**src/hw/rtl/rcpsm_pkg.sv**
```systemverilog
// ----------------------------------------------------------------------------
// RC pulse setpoint mapper package
// Shared constants, configuration and control types for the mapper modules.
// ----------------------------------------------------------------------------
package rcpsm_pkg;

  localparam int FRAC_BITS_DEF = 8;
  localparam int NUM_AXES      = 4;
  localparam int AX_IDX_W      = 2;
  localparam int CFG_IDX_W     = 3;
  localparam int CFG_DATA_W    = 64;
  localparam int PULSE_W       = 16;
  localparam int REQ_W         = 24;

  // Axis codes.
  localparam logic [2:0] AX_ROLL     = 3'd1;
  localparam logic [2:0] AX_PITCH    = 3'd2;
  localparam logic [2:0] AX_THROTTLE = 3'd3;
  localparam logic [2:0] AX_YAW      = 3'd4;

  // Flight modes.
  localparam logic [1:0] MODE_ANGLE = 2'd0;
  localparam logic [1:0] MODE_RATE  = 2'd1;

  // Configuration register indexes.
  localparam logic [CFG_IDX_W-1:0] REG_VALID_MIN   = 3'd0;
  localparam logic [CFG_IDX_W-1:0] REG_VALID_MAX   = 3'd1;
  localparam logic [CFG_IDX_W-1:0] REG_PULSE_MIN   = 3'd2;
  localparam logic [CFG_IDX_W-1:0] REG_PULSE_MAX   = 3'd3;
  localparam logic [CFG_IDX_W-1:0] REG_ANGLE_RNG   = 3'd4;
  localparam logic [CFG_IDX_W-1:0] REG_RATE_RNG    = 3'd5;
  localparam logic [CFG_IDX_W-1:0] REG_YAW_THR_RNG = 3'd6;
  localparam logic [CFG_IDX_W-1:0] REG_IDLE_TOL    = 3'd7;

  // Reset values.
  localparam logic [15:0] RST_VALID_MIN = 16'd800;
  localparam logic [15:0] RST_VALID_MAX = 16'd2200;
  localparam logic [15:0] RST_PULSE_MIN = 16'd1000;
  localparam logic [15:0] RST_PULSE_MAX = 16'd2000;
  localparam logic [15:0] RST_IDLE_TOL  = 16'd5;

  // Lanes within the range registers.
  localparam logic [1:0] LANE_ROLL_MIN  = 2'd0;
  localparam logic [1:0] LANE_ROLL_MAX  = 2'd1;
  localparam logic [1:0] LANE_PITCH_MIN = 2'd2;
  localparam logic [1:0] LANE_PITCH_MAX = 2'd3;
  localparam logic [1:0] LANE_YAW_MIN   = 2'd0;
  localparam logic [1:0] LANE_YAW_MAX   = 2'd1;
  localparam logic [1:0] LANE_THR_MIN   = 2'd2;
  localparam logic [1:0] LANE_THR_MAX   = 2'd3;

  typedef struct packed {
    logic [15:0] valid_pulse_min;
    logic [15:0] valid_pulse_max;
    logic [15:0] pulse_min;
    logic [15:0] pulse_max;
    logic [63:0] angle_ranges;
    logic [63:0] rate_ranges;
    logic [63:0] yaw_throttle_ranges;
    logic [15:0] idle_tolerance;
  } cfg_t;

  // Commands from the controller to the datapath.
  typedef struct packed {
    logic load;
    logic mul1;
    logic mul2;
    logic add;
    logic absv;
    logic div_step;
    logic fix;
    logic emit;
  } cmd_t;

  // Status from the datapath to the controller.
  typedef struct packed {
    logic map_en;
  } sts_t;

  function automatic logic signed [15:0] lane(input logic [63:0] rng, input logic [1:0] k);
    logic signed [15:0] r;
    r = $signed(rng[16*k +: 16]);
    return r;
  endfunction

endpackage

```
**src/hw/rtl/rcpsm_cfg.sv**
```systemverilog
// ----------------------------------------------------------------------------
// RC pulse setpoint mapper configuration registers
// Write-only register file with reset values, decoded from a register index.
// ----------------------------------------------------------------------------
module rcpsm_cfg (
  input  logic                                clk_i,
  input  logic                                rst_ni,
  input  logic                                cfg_we_i,
  input  logic [rcpsm_pkg::CFG_IDX_W-1:0]     cfg_index_i,
  input  logic [rcpsm_pkg::CFG_DATA_W-1:0]    cfg_wdata_i,
  output rcpsm_pkg::cfg_t                     cfg_o
);

  rcpsm_pkg::cfg_t cfg_q, cfg_d;

  always_comb begin
    cfg_d = cfg_q;
    if (cfg_we_i) begin
      unique case (cfg_index_i)
        rcpsm_pkg::REG_VALID_MIN:   cfg_d.valid_pulse_min     = cfg_wdata_i[15:0];
        rcpsm_pkg::REG_VALID_MAX:   cfg_d.valid_pulse_max     = cfg_wdata_i[15:0];
        rcpsm_pkg::REG_PULSE_MIN:   cfg_d.pulse_min           = cfg_wdata_i[15:0];
        rcpsm_pkg::REG_PULSE_MAX:   cfg_d.pulse_max           = cfg_wdata_i[15:0];
        rcpsm_pkg::REG_ANGLE_RNG:   cfg_d.angle_ranges        = cfg_wdata_i;
        rcpsm_pkg::REG_RATE_RNG:    cfg_d.rate_ranges         = cfg_wdata_i;
        rcpsm_pkg::REG_YAW_THR_RNG: cfg_d.yaw_throttle_ranges = cfg_wdata_i;
        rcpsm_pkg::REG_IDLE_TOL:    cfg_d.idle_tolerance      = cfg_wdata_i[15:0];
        default:                    cfg_d = cfg_q;
      endcase
    end
  end

  always_ff @(posedge clk_i or negedge rst_ni) begin
    if (!rst_ni) begin
      cfg_q.valid_pulse_min     <= rcpsm_pkg::RST_VALID_MIN;
      cfg_q.valid_pulse_max     <= rcpsm_pkg::RST_VALID_MAX;
      cfg_q.pulse_min           <= rcpsm_pkg::RST_PULSE_MIN;
      cfg_q.pulse_max           <= rcpsm_pkg::RST_PULSE_MAX;
      cfg_q.angle_ranges        <= '0;
      cfg_q.rate_ranges         <= '0;
      cfg_q.yaw_throttle_ranges <= '0;
      cfg_q.idle_tolerance      <= rcpsm_pkg::RST_IDLE_TOL;
    end else begin
      cfg_q <= cfg_d;
    end
  end

  assign cfg_o = cfg_q;

endmodule

```
**src/hw/rtl/rcpsm_ctrl.sv**
```systemverilog
// ----------------------------------------------------------------------------
// RC pulse setpoint mapper controller
// Sequences load, multiply, accumulate, divide and output steps of one beat.
// ----------------------------------------------------------------------------
module rcpsm_ctrl #(
  parameter int DIV_STEPS = 43
) (
  input  logic            clk_i,
  input  logic            rst_ni,
  input  logic            in_valid_i,
  output logic            in_stall_o,
  output logic            out_valid_o,
  input  logic            out_stall_i,
  input  rcpsm_pkg::sts_t sts_i,
  output rcpsm_pkg::cmd_t cmd_o
);

  localparam int CNT_W = $clog2(DIV_STEPS + 1);

  localparam logic [2:0] S_IDLE = 3'd0;
  localparam logic [2:0] S_MUL1 = 3'd1;
  localparam logic [2:0] S_MUL2 = 3'd2;
  localparam logic [2:0] S_ADD  = 3'd3;
  localparam logic [2:0] S_ABS  = 3'd4;
  localparam logic [2:0] S_DIV  = 3'd5;
  localparam logic [2:0] S_FIX  = 3'd6;
  localparam logic [2:0] S_FIN  = 3'd7;

  logic [2:0]       state_q, state_d;
  logic [CNT_W-1:0] cnt_q, cnt_d;
  logic             out_valid_q, out_valid_d;
  logic             out_free;

  // The output register can take a new beat when empty or when it drains now.
  assign out_free = !out_valid_q || !out_stall_i;

  always_comb begin
    state_d = state_q;
    cnt_d   = cnt_q;
    cmd_o   = '0;
    unique case (state_q)
      S_IDLE: begin
        if (in_valid_i) begin
          cmd_o.load = 1'b1;
          state_d    = S_MUL1;
        end
      end
      S_MUL1: begin
        cmd_o.mul1 = 1'b1;
        state_d    = sts_i.map_en ? S_MUL2 : S_FIN;
      end
      S_MUL2: begin
        cmd_o.mul2 = 1'b1;
        state_d    = S_ADD;
      end
      S_ADD: begin
        cmd_o.add = 1'b1;
        state_d   = S_ABS;
      end
      S_ABS: begin
        cmd_o.absv = 1'b1;
        cnt_d      = CNT_W'(DIV_STEPS);
        state_d    = S_DIV;
      end
      S_DIV: begin
        cmd_o.div_step = 1'b1;
        cnt_d          = cnt_q - CNT_W'(1);
        if (cnt_q == CNT_W'(1)) begin
          state_d = S_FIX;
        end
      end
      S_FIX: begin
        cmd_o.fix = 1'b1;
        state_d   = S_FIN;
      end
      S_FIN: begin
        if (out_free) begin
          cmd_o.emit = 1'b1;
          state_d    = S_IDLE;
        end
      end
      default: state_d = S_IDLE;
    endcase
  end

  always_comb begin
    out_valid_d = out_valid_q;
    if (cmd_o.emit) begin
      out_valid_d = 1'b1;
    end else if (!out_stall_i) begin
      out_valid_d = 1'b0;
    end
  end

  always_ff @(posedge clk_i or negedge rst_ni) begin
    if (!rst_ni) begin
      state_q     <= S_IDLE;
      cnt_q       <= '0;
      out_valid_q <= 1'b0;
    end else begin
      state_q     <= state_d;
      cnt_q       <= cnt_d;
      out_valid_q <= out_valid_d;
    end
  end

  assign in_stall_o  = (state_q != S_IDLE);
  assign out_valid_o = out_valid_q;

endmodule

```
**src/hw/rtl/rcpsm_dp.sv**
```systemverilog
// ----------------------------------------------------------------------------
// RC pulse setpoint mapper datapath
// Pulse sanitizing, shared multiplier, bit-serial divider, held requests and
// the output register.
// ----------------------------------------------------------------------------
module rcpsm_dp #(
  parameter int FRAC_BITS = 8
) (
  input  logic                                clk_i,
  input  logic                                rst_ni,
  input  rcpsm_pkg::cfg_t                     cfg_i,
  input  rcpsm_pkg::cmd_t                     cmd_i,
  output rcpsm_pkg::sts_t                     sts_o,
  input  logic [2:0]                          func_i,
  input  logic [rcpsm_pkg::PULSE_W-1:0]       pulse_us_i,
  input  logic [1:0]                          flight_mode_i,
  output logic signed [rcpsm_pkg::REQ_W-1:0]  request_o,
  output logic                                warn_o,
  output logic                                throttle_idle_o
);

  localparam int REQ_W  = rcpsm_pkg::REQ_W;
  localparam int PROD_W = 34;
  localparam int ACC_W  = 35;
  localparam int NUM_W  = ACC_W + FRAC_BITS;
  localparam int TOL_W  = 16 + FRAC_BITS;
  localparam int CMP_W  = ((TOL_W > REQ_W) ? TOL_W : REQ_W) + 1;
  localparam logic [NUM_W-1:0] POS_LIM = NUM_W'(24'h7FFFFF);
  localparam logic [NUM_W-1:0] NEG_LIM = NUM_W'(24'h800000);
  localparam logic [rcpsm_pkg::AX_IDX_W-1:0] THR_IDX =
    rcpsm_pkg::AX_IDX_W'(rcpsm_pkg::AX_THROTTLE - 3'd1);

  // Item registers.
  logic [2:0]  func_q;
  logic [1:0]  mode_q;
  logic [15:0] p_q, p_d;
  logic        pwarn_q, pwarn_d;

  // Arithmetic registers.
  logic signed [PROD_W-1:0] prod_q, prod_d;
  logic signed [ACC_W-1:0]  acc_q, acc_d;
  logic [NUM_W-1:0]         dvd_q, dvd_d;
  logic [15:0]              dvs_q, dvs_d;
  logic [15:0]              rem_q, rem_d;
  logic                     neg_q, neg_d;
  logic signed [REQ_W-1:0]  qsat_q, qsat_d;

  logic signed [REQ_W-1:0]  held_q [rcpsm_pkg::NUM_AXES];
  logic signed [REQ_W-1:0]  request_q;
  logic                     warn_q, idle_q;

  // Sanitized pulse.
  logic        in_bad;
  logic [16:0] mid_sum;
  always_comb begin
    in_bad  = (pulse_us_i < cfg_i.valid_pulse_min) || (pulse_us_i > cfg_i.valid_pulse_max);
    mid_sum = {1'b0, cfg_i.pulse_min} + {1'b0, cfg_i.pulse_max};
    pwarn_d = in_bad;
    if (in_bad) begin
      p_d = (func_i == rcpsm_pkg::AX_THROTTLE) ? cfg_i.pulse_min : mid_sum[16:1];
    end else if (pulse_us_i < cfg_i.pulse_min) begin
      p_d = cfg_i.pulse_min;
    end else if (pulse_us_i > cfg_i.pulse_max) begin
      p_d = cfg_i.pulse_max;
    end else begin
      p_d = pulse_us_i;
    end
  end

  // Axis decode and range selection.
  logic is_rp, is_thr, is_yaw, map_en, warn_item;
  logic signed [15:0] omin, omax;
  logic [rcpsm_pkg::AX_IDX_W-1:0] ax_idx;

  always_comb begin
    is_rp  = (func_q == rcpsm_pkg::AX_ROLL) || (func_q == rcpsm_pkg::AX_PITCH);
    is_thr = (func_q == rcpsm_pkg::AX_THROTTLE);
    is_yaw = (func_q == rcpsm_pkg::AX_YAW);
    map_en = is_thr || is_yaw ||
             (is_rp && ((mode_q == rcpsm_pkg::MODE_ANGLE) || (mode_q == rcpsm_pkg::MODE_RATE)));
    warn_item = pwarn_q || !(is_rp || is_thr || is_yaw) || (is_rp && !map_en);
    ax_idx = rcpsm_pkg::AX_IDX_W'(func_q - 3'd1);

    omin = rcpsm_pkg::lane(cfg_i.yaw_throttle_ranges, rcpsm_pkg::LANE_YAW_MIN);
    omax = rcpsm_pkg::lane(cfg_i.yaw_throttle_ranges, rcpsm_pkg::LANE_YAW_MAX);
    if (is_thr) begin
      omin = rcpsm_pkg::lane(cfg_i.yaw_throttle_ranges, rcpsm_pkg::LANE_THR_MIN);
      omax = rcpsm_pkg::lane(cfg_i.yaw_throttle_ranges, rcpsm_pkg::LANE_THR_MAX);
    end else if (is_rp) begin
      if (func_q == rcpsm_pkg::AX_ROLL) begin
        omin = rcpsm_pkg::lane((mode_q == rcpsm_pkg::MODE_ANGLE) ? cfg_i.angle_ranges
                               : cfg_i.rate_ranges, rcpsm_pkg::LANE_ROLL_MIN);
        omax = rcpsm_pkg::lane((mode_q == rcpsm_pkg::MODE_ANGLE) ? cfg_i.angle_ranges
                               : cfg_i.rate_ranges, rcpsm_pkg::LANE_ROLL_MAX);
      end else begin
        omin = rcpsm_pkg::lane((mode_q == rcpsm_pkg::MODE_ANGLE) ? cfg_i.angle_ranges
                               : cfg_i.rate_ranges, rcpsm_pkg::LANE_PITCH_MIN);
        omax = rcpsm_pkg::lane((mode_q == rcpsm_pkg::MODE_ANGLE) ? cfg_i.angle_ranges
                               : cfg_i.rate_ranges, rcpsm_pkg::LANE_PITCH_MAX);
      end
    end
  end

  assign sts_o.map_en = map_en;

  // Window span, pulse offset and range span, all 17-bit signed.
  logic signed [16:0] span_d, off_p, span_r;
  logic               dz;
  logic signed [16:0] mul_a, mul_b;
  assign span_d = $signed({1'b0, cfg_i.pulse_max}) - $signed({1'b0, cfg_i.pulse_min});
  assign off_p  = $signed({1'b0, p_q}) - $signed({1'b0, cfg_i.pulse_min});
  assign span_r = $signed({omax[15], omax}) - $signed({omin[15], omin});
  assign dz     = (span_d == 17'sd0);
  assign mul_a  = cmd_i.mul1 ? $signed({omin[15], omin}) : off_p;
  assign mul_b  = cmd_i.mul1 ? span_d : span_r;

  // Divider step and saturation logic.
  logic [16:0]        trial;
  logic               qbit;
  logic [ACC_W-1:0]   acc_mag;
  logic [16:0]        span_mag;
  logic [REQ_W-1:0]   mag_lo;

  always_comb begin
    prod_d = prod_q;
    acc_d  = acc_q;
    dvd_d  = dvd_q;
    dvs_d  = dvs_q;
    rem_d  = rem_q;
    neg_d  = neg_q;
    qsat_d = qsat_q;

    trial    = {rem_q, dvd_q[NUM_W-1]};
    qbit     = (trial >= {1'b0, dvs_q});
    acc_mag  = acc_q[ACC_W-1] ? ACC_W'(-acc_q) : ACC_W'(acc_q);
    span_mag = span_d[16] ? 17'(-span_d) : 17'(span_d);
    mag_lo   = dvd_q[REQ_W-1:0];

    if (cmd_i.mul1 || cmd_i.mul2) begin
      prod_d = mul_a * mul_b;
    end
    if (cmd_i.mul2) begin
      acc_d = $signed({prod_q[PROD_W-1], prod_q});
    end
    if (cmd_i.add) begin
      // An empty working window gives the range low end: divide it by one.
      acc_d = dz ? ACC_W'(omin) : acc_q + $signed({prod_q[PROD_W-1], prod_q});
    end
    if (cmd_i.absv) begin
      dvd_d = NUM_W'(acc_mag) << FRAC_BITS;
      dvs_d = dz ? 16'd1 : span_mag[15:0];
      rem_d = '0;
      neg_d = acc_q[ACC_W-1] ^ span_d[16];
    end
    if (cmd_i.div_step) begin
      rem_d = qbit ? 16'(trial - {1'b0, dvs_q}) : trial[15:0];
      dvd_d = {dvd_q[NUM_W-2:0], qbit};
    end
    if (cmd_i.fix) begin
      if (neg_q) begin
        qsat_d = (dvd_q > NEG_LIM) ? $signed(24'h800000) : $signed(-mag_lo);
      end else begin
        qsat_d = (dvd_q > POS_LIM) ? $signed(24'h7FFFFF) : $signed(mag_lo);
      end
    end
  end

  // Output selection and the throttle idle compare against the updated state.
  logic signed [REQ_W-1:0] req_sel, thr_new;
  logic [CMP_W-1:0]        tol_ext, thr_ext;
  always_comb begin
    if (map_en) begin
      req_sel = qsat_q;
    end else if (is_rp) begin
      req_sel = held_q[ax_idx];
    end else begin
      req_sel = '0;
    end
    thr_new = (map_en && is_thr) ? qsat_q : held_q[THR_IDX];
    tol_ext = {{(CMP_W - 16){cfg_i.idle_tolerance[15]}}, cfg_i.idle_tolerance} << FRAC_BITS;
    thr_ext = {{(CMP_W - REQ_W){thr_new[REQ_W-1]}}, thr_new};
  end

  always_ff @(posedge clk_i) begin
    if (cmd_i.load) begin
      func_q  <= func_i;
      mode_q  <= flight_mode_i;
      p_q     <= p_d;
      pwarn_q <= pwarn_d;
    end
    prod_q <= prod_d;
    acc_q  <= acc_d;
    dvd_q  <= dvd_d;
    dvs_q  <= dvs_d;
    rem_q  <= rem_d;
    neg_q  <= neg_d;
    qsat_q <= qsat_d;
    if (cmd_i.emit) begin
      request_q <= req_sel;
      warn_q    <= warn_item;
      idle_q    <= ($signed(thr_ext) <= $signed(tol_ext));
    end
  end

  always_ff @(posedge clk_i or negedge rst_ni) begin
    if (!rst_ni) begin
      for (int i = 0; i < rcpsm_pkg::NUM_AXES; i++) begin
        held_q[i] <= '0;
      end
    end else if (cmd_i.emit && map_en) begin
      held_q[ax_idx] <= qsat_q;
    end
  end

  assign request_o       = request_q;
  assign warn_o          = warn_q;
  assign throttle_idle_o = idle_q;

endmodule

```
**src/hw/rtl/rc_pulse_setpoint_mapper_core.sv**
```systemverilog
// ----------------------------------------------------------------------------
// RC pulse setpoint mapper core
// Maps one RC pulse width per beat onto a signed Q setpoint for its axis.
//
//   Channel  Direction  Handshake               Payload
//   in       sink       in_valid_i/in_stall_o   func_i, pulse_us_i, flight_mode_i
//   out      source     out_valid_o/out_stall_i request_o, warn_o, throttle_idle_o
//   cfg      sink       cfg_we_i                cfg_index_i, cfg_wdata_i
//
// A mapped beat passes through acceptance, two passes of one shared
// multiplier, accumulate, magnitude, 35 + FRAC_BITS steps of a one-bit
// restoring divider, saturation and output load. Beats that need no mapping
// (undefined mode, invalid axis) go from one multiplier pass to output load.
// Reset clears the configuration to its defaults and the held requests to zero.
// The input stalls while a beat is in work; a stalled output holds its beat,
// and a new input beat is accepted while that result waits.
// ----------------------------------------------------------------------------
module rc_pulse_setpoint_mapper_core #(
  parameter int FRAC_BITS = rcpsm_pkg::FRAC_BITS_DEF
) (
  input  logic                                clk_i,
  input  logic                                rst_ni,
  input  logic                                in_valid_i,
  output logic                                in_stall_o,
  input  logic [2:0]                          func_i,
  input  logic [rcpsm_pkg::PULSE_W-1:0]       pulse_us_i,
  input  logic [1:0]                          flight_mode_i,
  output logic                                out_valid_o,
  input  logic                                out_stall_i,
  output logic signed [rcpsm_pkg::REQ_W-1:0]  request_o,
  output logic                                warn_o,
  output logic                                throttle_idle_o,
  input  logic                                cfg_we_i,
  input  logic [rcpsm_pkg::CFG_IDX_W-1:0]     cfg_index_i,
  input  logic [rcpsm_pkg::CFG_DATA_W-1:0]    cfg_wdata_i
);

  localparam int DIV_STEPS = 35 + FRAC_BITS;

  rcpsm_pkg::cfg_t cfg;
  rcpsm_pkg::cmd_t cmd;
  rcpsm_pkg::sts_t sts;

  rcpsm_cfg u_cfg (
    .clk_i       (clk_i),
    .rst_ni      (rst_ni),
    .cfg_we_i    (cfg_we_i),
    .cfg_index_i (cfg_index_i),
    .cfg_wdata_i (cfg_wdata_i),
    .cfg_o       (cfg)
  );

  rcpsm_ctrl #(
    .DIV_STEPS (DIV_STEPS)
  ) u_ctrl (
    .clk_i       (clk_i),
    .rst_ni      (rst_ni),
    .in_valid_i  (in_valid_i),
    .in_stall_o  (in_stall_o),
    .out_valid_o (out_valid_o),
    .out_stall_i (out_stall_i),
    .sts_i       (sts),
    .cmd_o       (cmd)
  );

  rcpsm_dp #(
    .FRAC_BITS (FRAC_BITS)
  ) u_dp (
    .clk_i           (clk_i),
    .rst_ni          (rst_ni),
    .cfg_i           (cfg),
    .cmd_i           (cmd),
    .sts_o           (sts),
    .func_i          (func_i),
    .pulse_us_i      (pulse_us_i),
    .flight_mode_i   (flight_mode_i),
    .request_o       (request_o),
    .warn_o          (warn_o),
    .throttle_idle_o (throttle_idle_o)
  );

endmodule

```
**config.mk**
```make
export PLATFORM = sky130hd
export DESIGN_NAME = rc_pulse_setpoint_mapper_core
export DESIGN_NICKNAME = d
export VERILOG_FILES = /design/src/hw/rtl/rcpsm_pkg.sv /design/src/hw/rtl/rcpsm_cfg.sv /design/src/hw/rtl/rcpsm_ctrl.sv /design/src/hw/rtl/rcpsm_dp.sv /design/src/hw/rtl/rc_pulse_setpoint_mapper_core.sv
export SDC_FILE = /design/constraint.sdc
export NUM_CORES = 2
export LEC_CHECK = 0
export BUFFER_PORTS_ARGS = -buffer_cell sky130_fd_sc_hd__buf_4
export CORE_UTILIZATION = 33
export DETAILED_ROUTE_END_ITERATION = 7
export GPL_ROUTABILITY_DRIVEN = 1
export GPL_TIMING_DRIVEN = 0
export PLACE_DENSITY = 0.53
export SLEW_MARGIN = 10
export SYNTH_ARGS = -nofsm -noshare
export SYNTH_HDL_FRONTEND = slang
export SYNTH_HIERARCHICAL = 1
export SYNTH_SLANG_ARGS = --single-unit
```
**constraint.sdc**
```tcl
create_clock -name clk_i -period 12.4 [get_ports clk_i]
set_input_delay 1.24 -clock clk_i [delete_from_list [all_inputs] [get_ports clk_i]]
set_output_delay 1.24 -clock clk_i [all_outputs]
set_load 0.005 [all_outputs]
```
==> reports/metrics.yaml <==
run_status:
  status: "finished, final reports clean"
floorplan:
  initial_core_util: 0.333
  core_um2: 137000
  boundaryPins: 121
  dieHeight_um: 374
  rows: 136
  dieWidth_um: 374
  die_area_um2: 140000
detailed_routing:
  vias: 33000
  vias_per_cell: 5.19
  drt_iter0_markers: 2523
  drc: 0
  wl_um: 133000
  wl_per_cell_um: 20.9
  ant_nets: 0
  drt_first_pass_iters: 6
synth:
  syn_nets: 4991
  yosysWarnings: 6
  ys_seq_area_frac: 0.350
  synth_flop_cell: "dfrtp_1"
  async_flop_share: 0.635
  syn_area_um2: 45800
  ys_ff_latch: 595
  synth-edff-count: 217
  syn_inst: 4309
  yosysUniqueCellTypes: 97
  syn_avg_cell_area_um2: 10.6
  synth_top_area_share: 0.195
  yosysTopAreaCell: "dfrtp_1"
  synthTopCellsByArea: "dfrtp_1, edfxtp_1, fa_1, mux2_2, ha_1"
worst_setup_path:
  worstSetupPathType: "flip-flop to flip-flop"
  crit_path_max_fanout: 10
  cp_common_cell: "fa_1"
  slowest_delay_ps: 550
  crit_arrival_ps: 12120
  cp.required_ps: 12740
  slowest_stage: "fa_1"
  start_kind: "flip-flop"
  end_kind: "flip-flop"
sta:
  clock_skew_ps: 34.4
  hold_violations: 0
  finalCriticalPeriod_ps: 11780
  final_max_slew_viol_count: 0
  fin_crit_sh: 0.950
  max_freq_mhz: 84.9
  max-slew-margin-rel: 0.101
  worst_slew_pin_slew_ps: 1340
  finalSetupViolations: 0
place:
  place_hpwl_um: 105000
  place_congestion: 0.937
  dpl_cell_area_um2: 49100
  port_buffers: 116
finish:
  syn_to_final_growth_pct: 12.8
  final_cell_area_um2: 51600
  final_common_cell: "inv_1"
  drive_gt1_frac: 0.186
  mostFrequentLayoutCells: "inv_1, mux2_2, dfrtp_1, nand2_1, fa_1"
  nets: 5187
min_path:
  hp-class: "input pin to asynchronous set/reset pin"
global_route:
  antenna_found_initial: 14
  grt_pass1_vias: 34000
  grt_first_pass_wirelength_um: 207000
  grtUsageTotal: 0.192
  grt_overflow: 0
  grt_max_degree: 103
clock_network:
  cts-root-buf: "clkbuf_16"
  cts_htree_levels: 3
  clk_pin_slew_ps: 60
  clock_path_buffers: 3
  clkLatencyLatePin_ps: 660
  cts_sinks: 595
  cts_made_buffers: 69
  cts_tree: "done"
job:
  cap_violations: 0
[cell usage after synthesis, types with 17 or more instances]
cell	number
xnor2_1	103
o21ai_0	167
inv_1	549
o31ai_1	20
nand4_1	30
buf_2	23
nand3_1	55
and2_1	29
a211oi_1	17
mux4_2	55
nor2b_1	47
edfxtp_1	217
dfrtp_1	357
mux2i_1	55
nand2b_1	39
and3_1	18
ha_1	287
clkbuf_1	115
xor2_1	64
o211ai_1	24
a21o_1	67
nor3_1	48
o21a_1	30
nor2_1	279
a22o_1	26
fa_1	302
nand2_1	353
a31oi_1	40
or3_1	24
o311ai_0	18
a21oi_1	179
mux2_2	386
dfstp_2	21
[final timing paths]
check | from | end | slack [ps] | depth (start not counted)
max in group asynchronous | rst_ni | u_cfg/cfg_o[73] | 10340 | 4
setup reg to reg | u_dp/func_q[0] | u_dp/prod_q[32] | 620 | 43
hold reg to reg | u_dp/held_q[53] | u_dp/held_q[53] | 500 | 1
min in group clk_i | u_dp/held_q[53] | u_dp/held_q[53] | 500 | 1
setup / recovery | u_dp/func_q[0] | u_dp/prod_q[32] | 620 | 43
hold / removal | rst_ni | u_dp/held_q[89] | 440 | 1
[final cells by class]
type / instances / area (um2)
well taps: 1794 / 2240
plain buffers: 164 / 840
repair buffers: 127 / 1070
multi-input cells: 2996 / 27100
clock buffers: 95 / 1980
inverters: 552 / 2070
clock inverters: 31 / 338
diodes: 1 / 2.50
flip-flops and latches: 595 / 16000
fillers: 13800 / 85900
[stage by stage]
stage	utilization	setup WS, ps	hold WS [ps]	cells	TNS [ps]
floorplan	-	1230	472	4309	0
global placement	0.355	-2730	480	6219	-32360
global route	0.375	-22.0	422	6354	-22.0
CTS	0.375	11.7	404	6354	0
detailed placement	0.357	-2740	487	6228	-32070
finish	0.375	618	442	6355	0
[sequential cells by signal, indices dropped and copies added (netlist names), 24 cells and up]
register / count
u_dp/acc_q: 35
u_dp/dvd_q: 43
u_dp/held_q: 96
u_dp/request_o: 24
u_dp/qsat_q: 24
u_cfg/cfg_o: 272
u_dp/prod_q: 34
[worst max-delay path: cells and delay by family, from the launching register on]
kind	cells	cell delay, ps
adders and majority gates	10	4440
AOI/OAI and AO/OA	12	2980
buffers and inverters	9	1580
and+or+nand+nor	8	1000
DFF	1	500
xor gates and xnor gates	2	490
muxes	2	440
[routing by layer]
layer | global-route usage | share of wire | wire, um | up-vias
met5 | 0 | 0.00020 | 27 | -
met4 | 0.0491 | 0.025 | 3300 | 4
met3 | 0.0273 | 0.050 | 6640 | 194
met2 | 0.310 | 0.46 | 61200 | 781
met1 | 0.268 | 0.46 | 61400 | 16700
li1 | - | - | - | 15300
[cells by family (layout without fill, tap and decap cells)]
family	after synthesis	after routing	share of synthesized area
multiplexers	507	507	0.138
buffers and inverters	718	969	0.0622
XOR/XNOR	167	167	0.0320
AO/OA/AOI/OAI	723	723	0.104
AND/OR/NAND/NOR	1010	1010	0.104
other	0	1	0
adder cells (fa/ha/maj)	589	589	0.211
flip-flops	595	595	0.350
[timing repair]
action | 4_1_cts | 5_1_grt
buffers inserted | 1 | 0
hold buffers | 0 | 0
endpoints found under the setup margin | 23 | 7
gates cloned | 0 | 0
pin swaps | 1 | 0
hold endpoints to repair | 0 | 0
resized for setup | 82 | 23
Power is not shown: default switching activity piles up to over one toggle a cycle in this logic, so the estimate is an artifact.
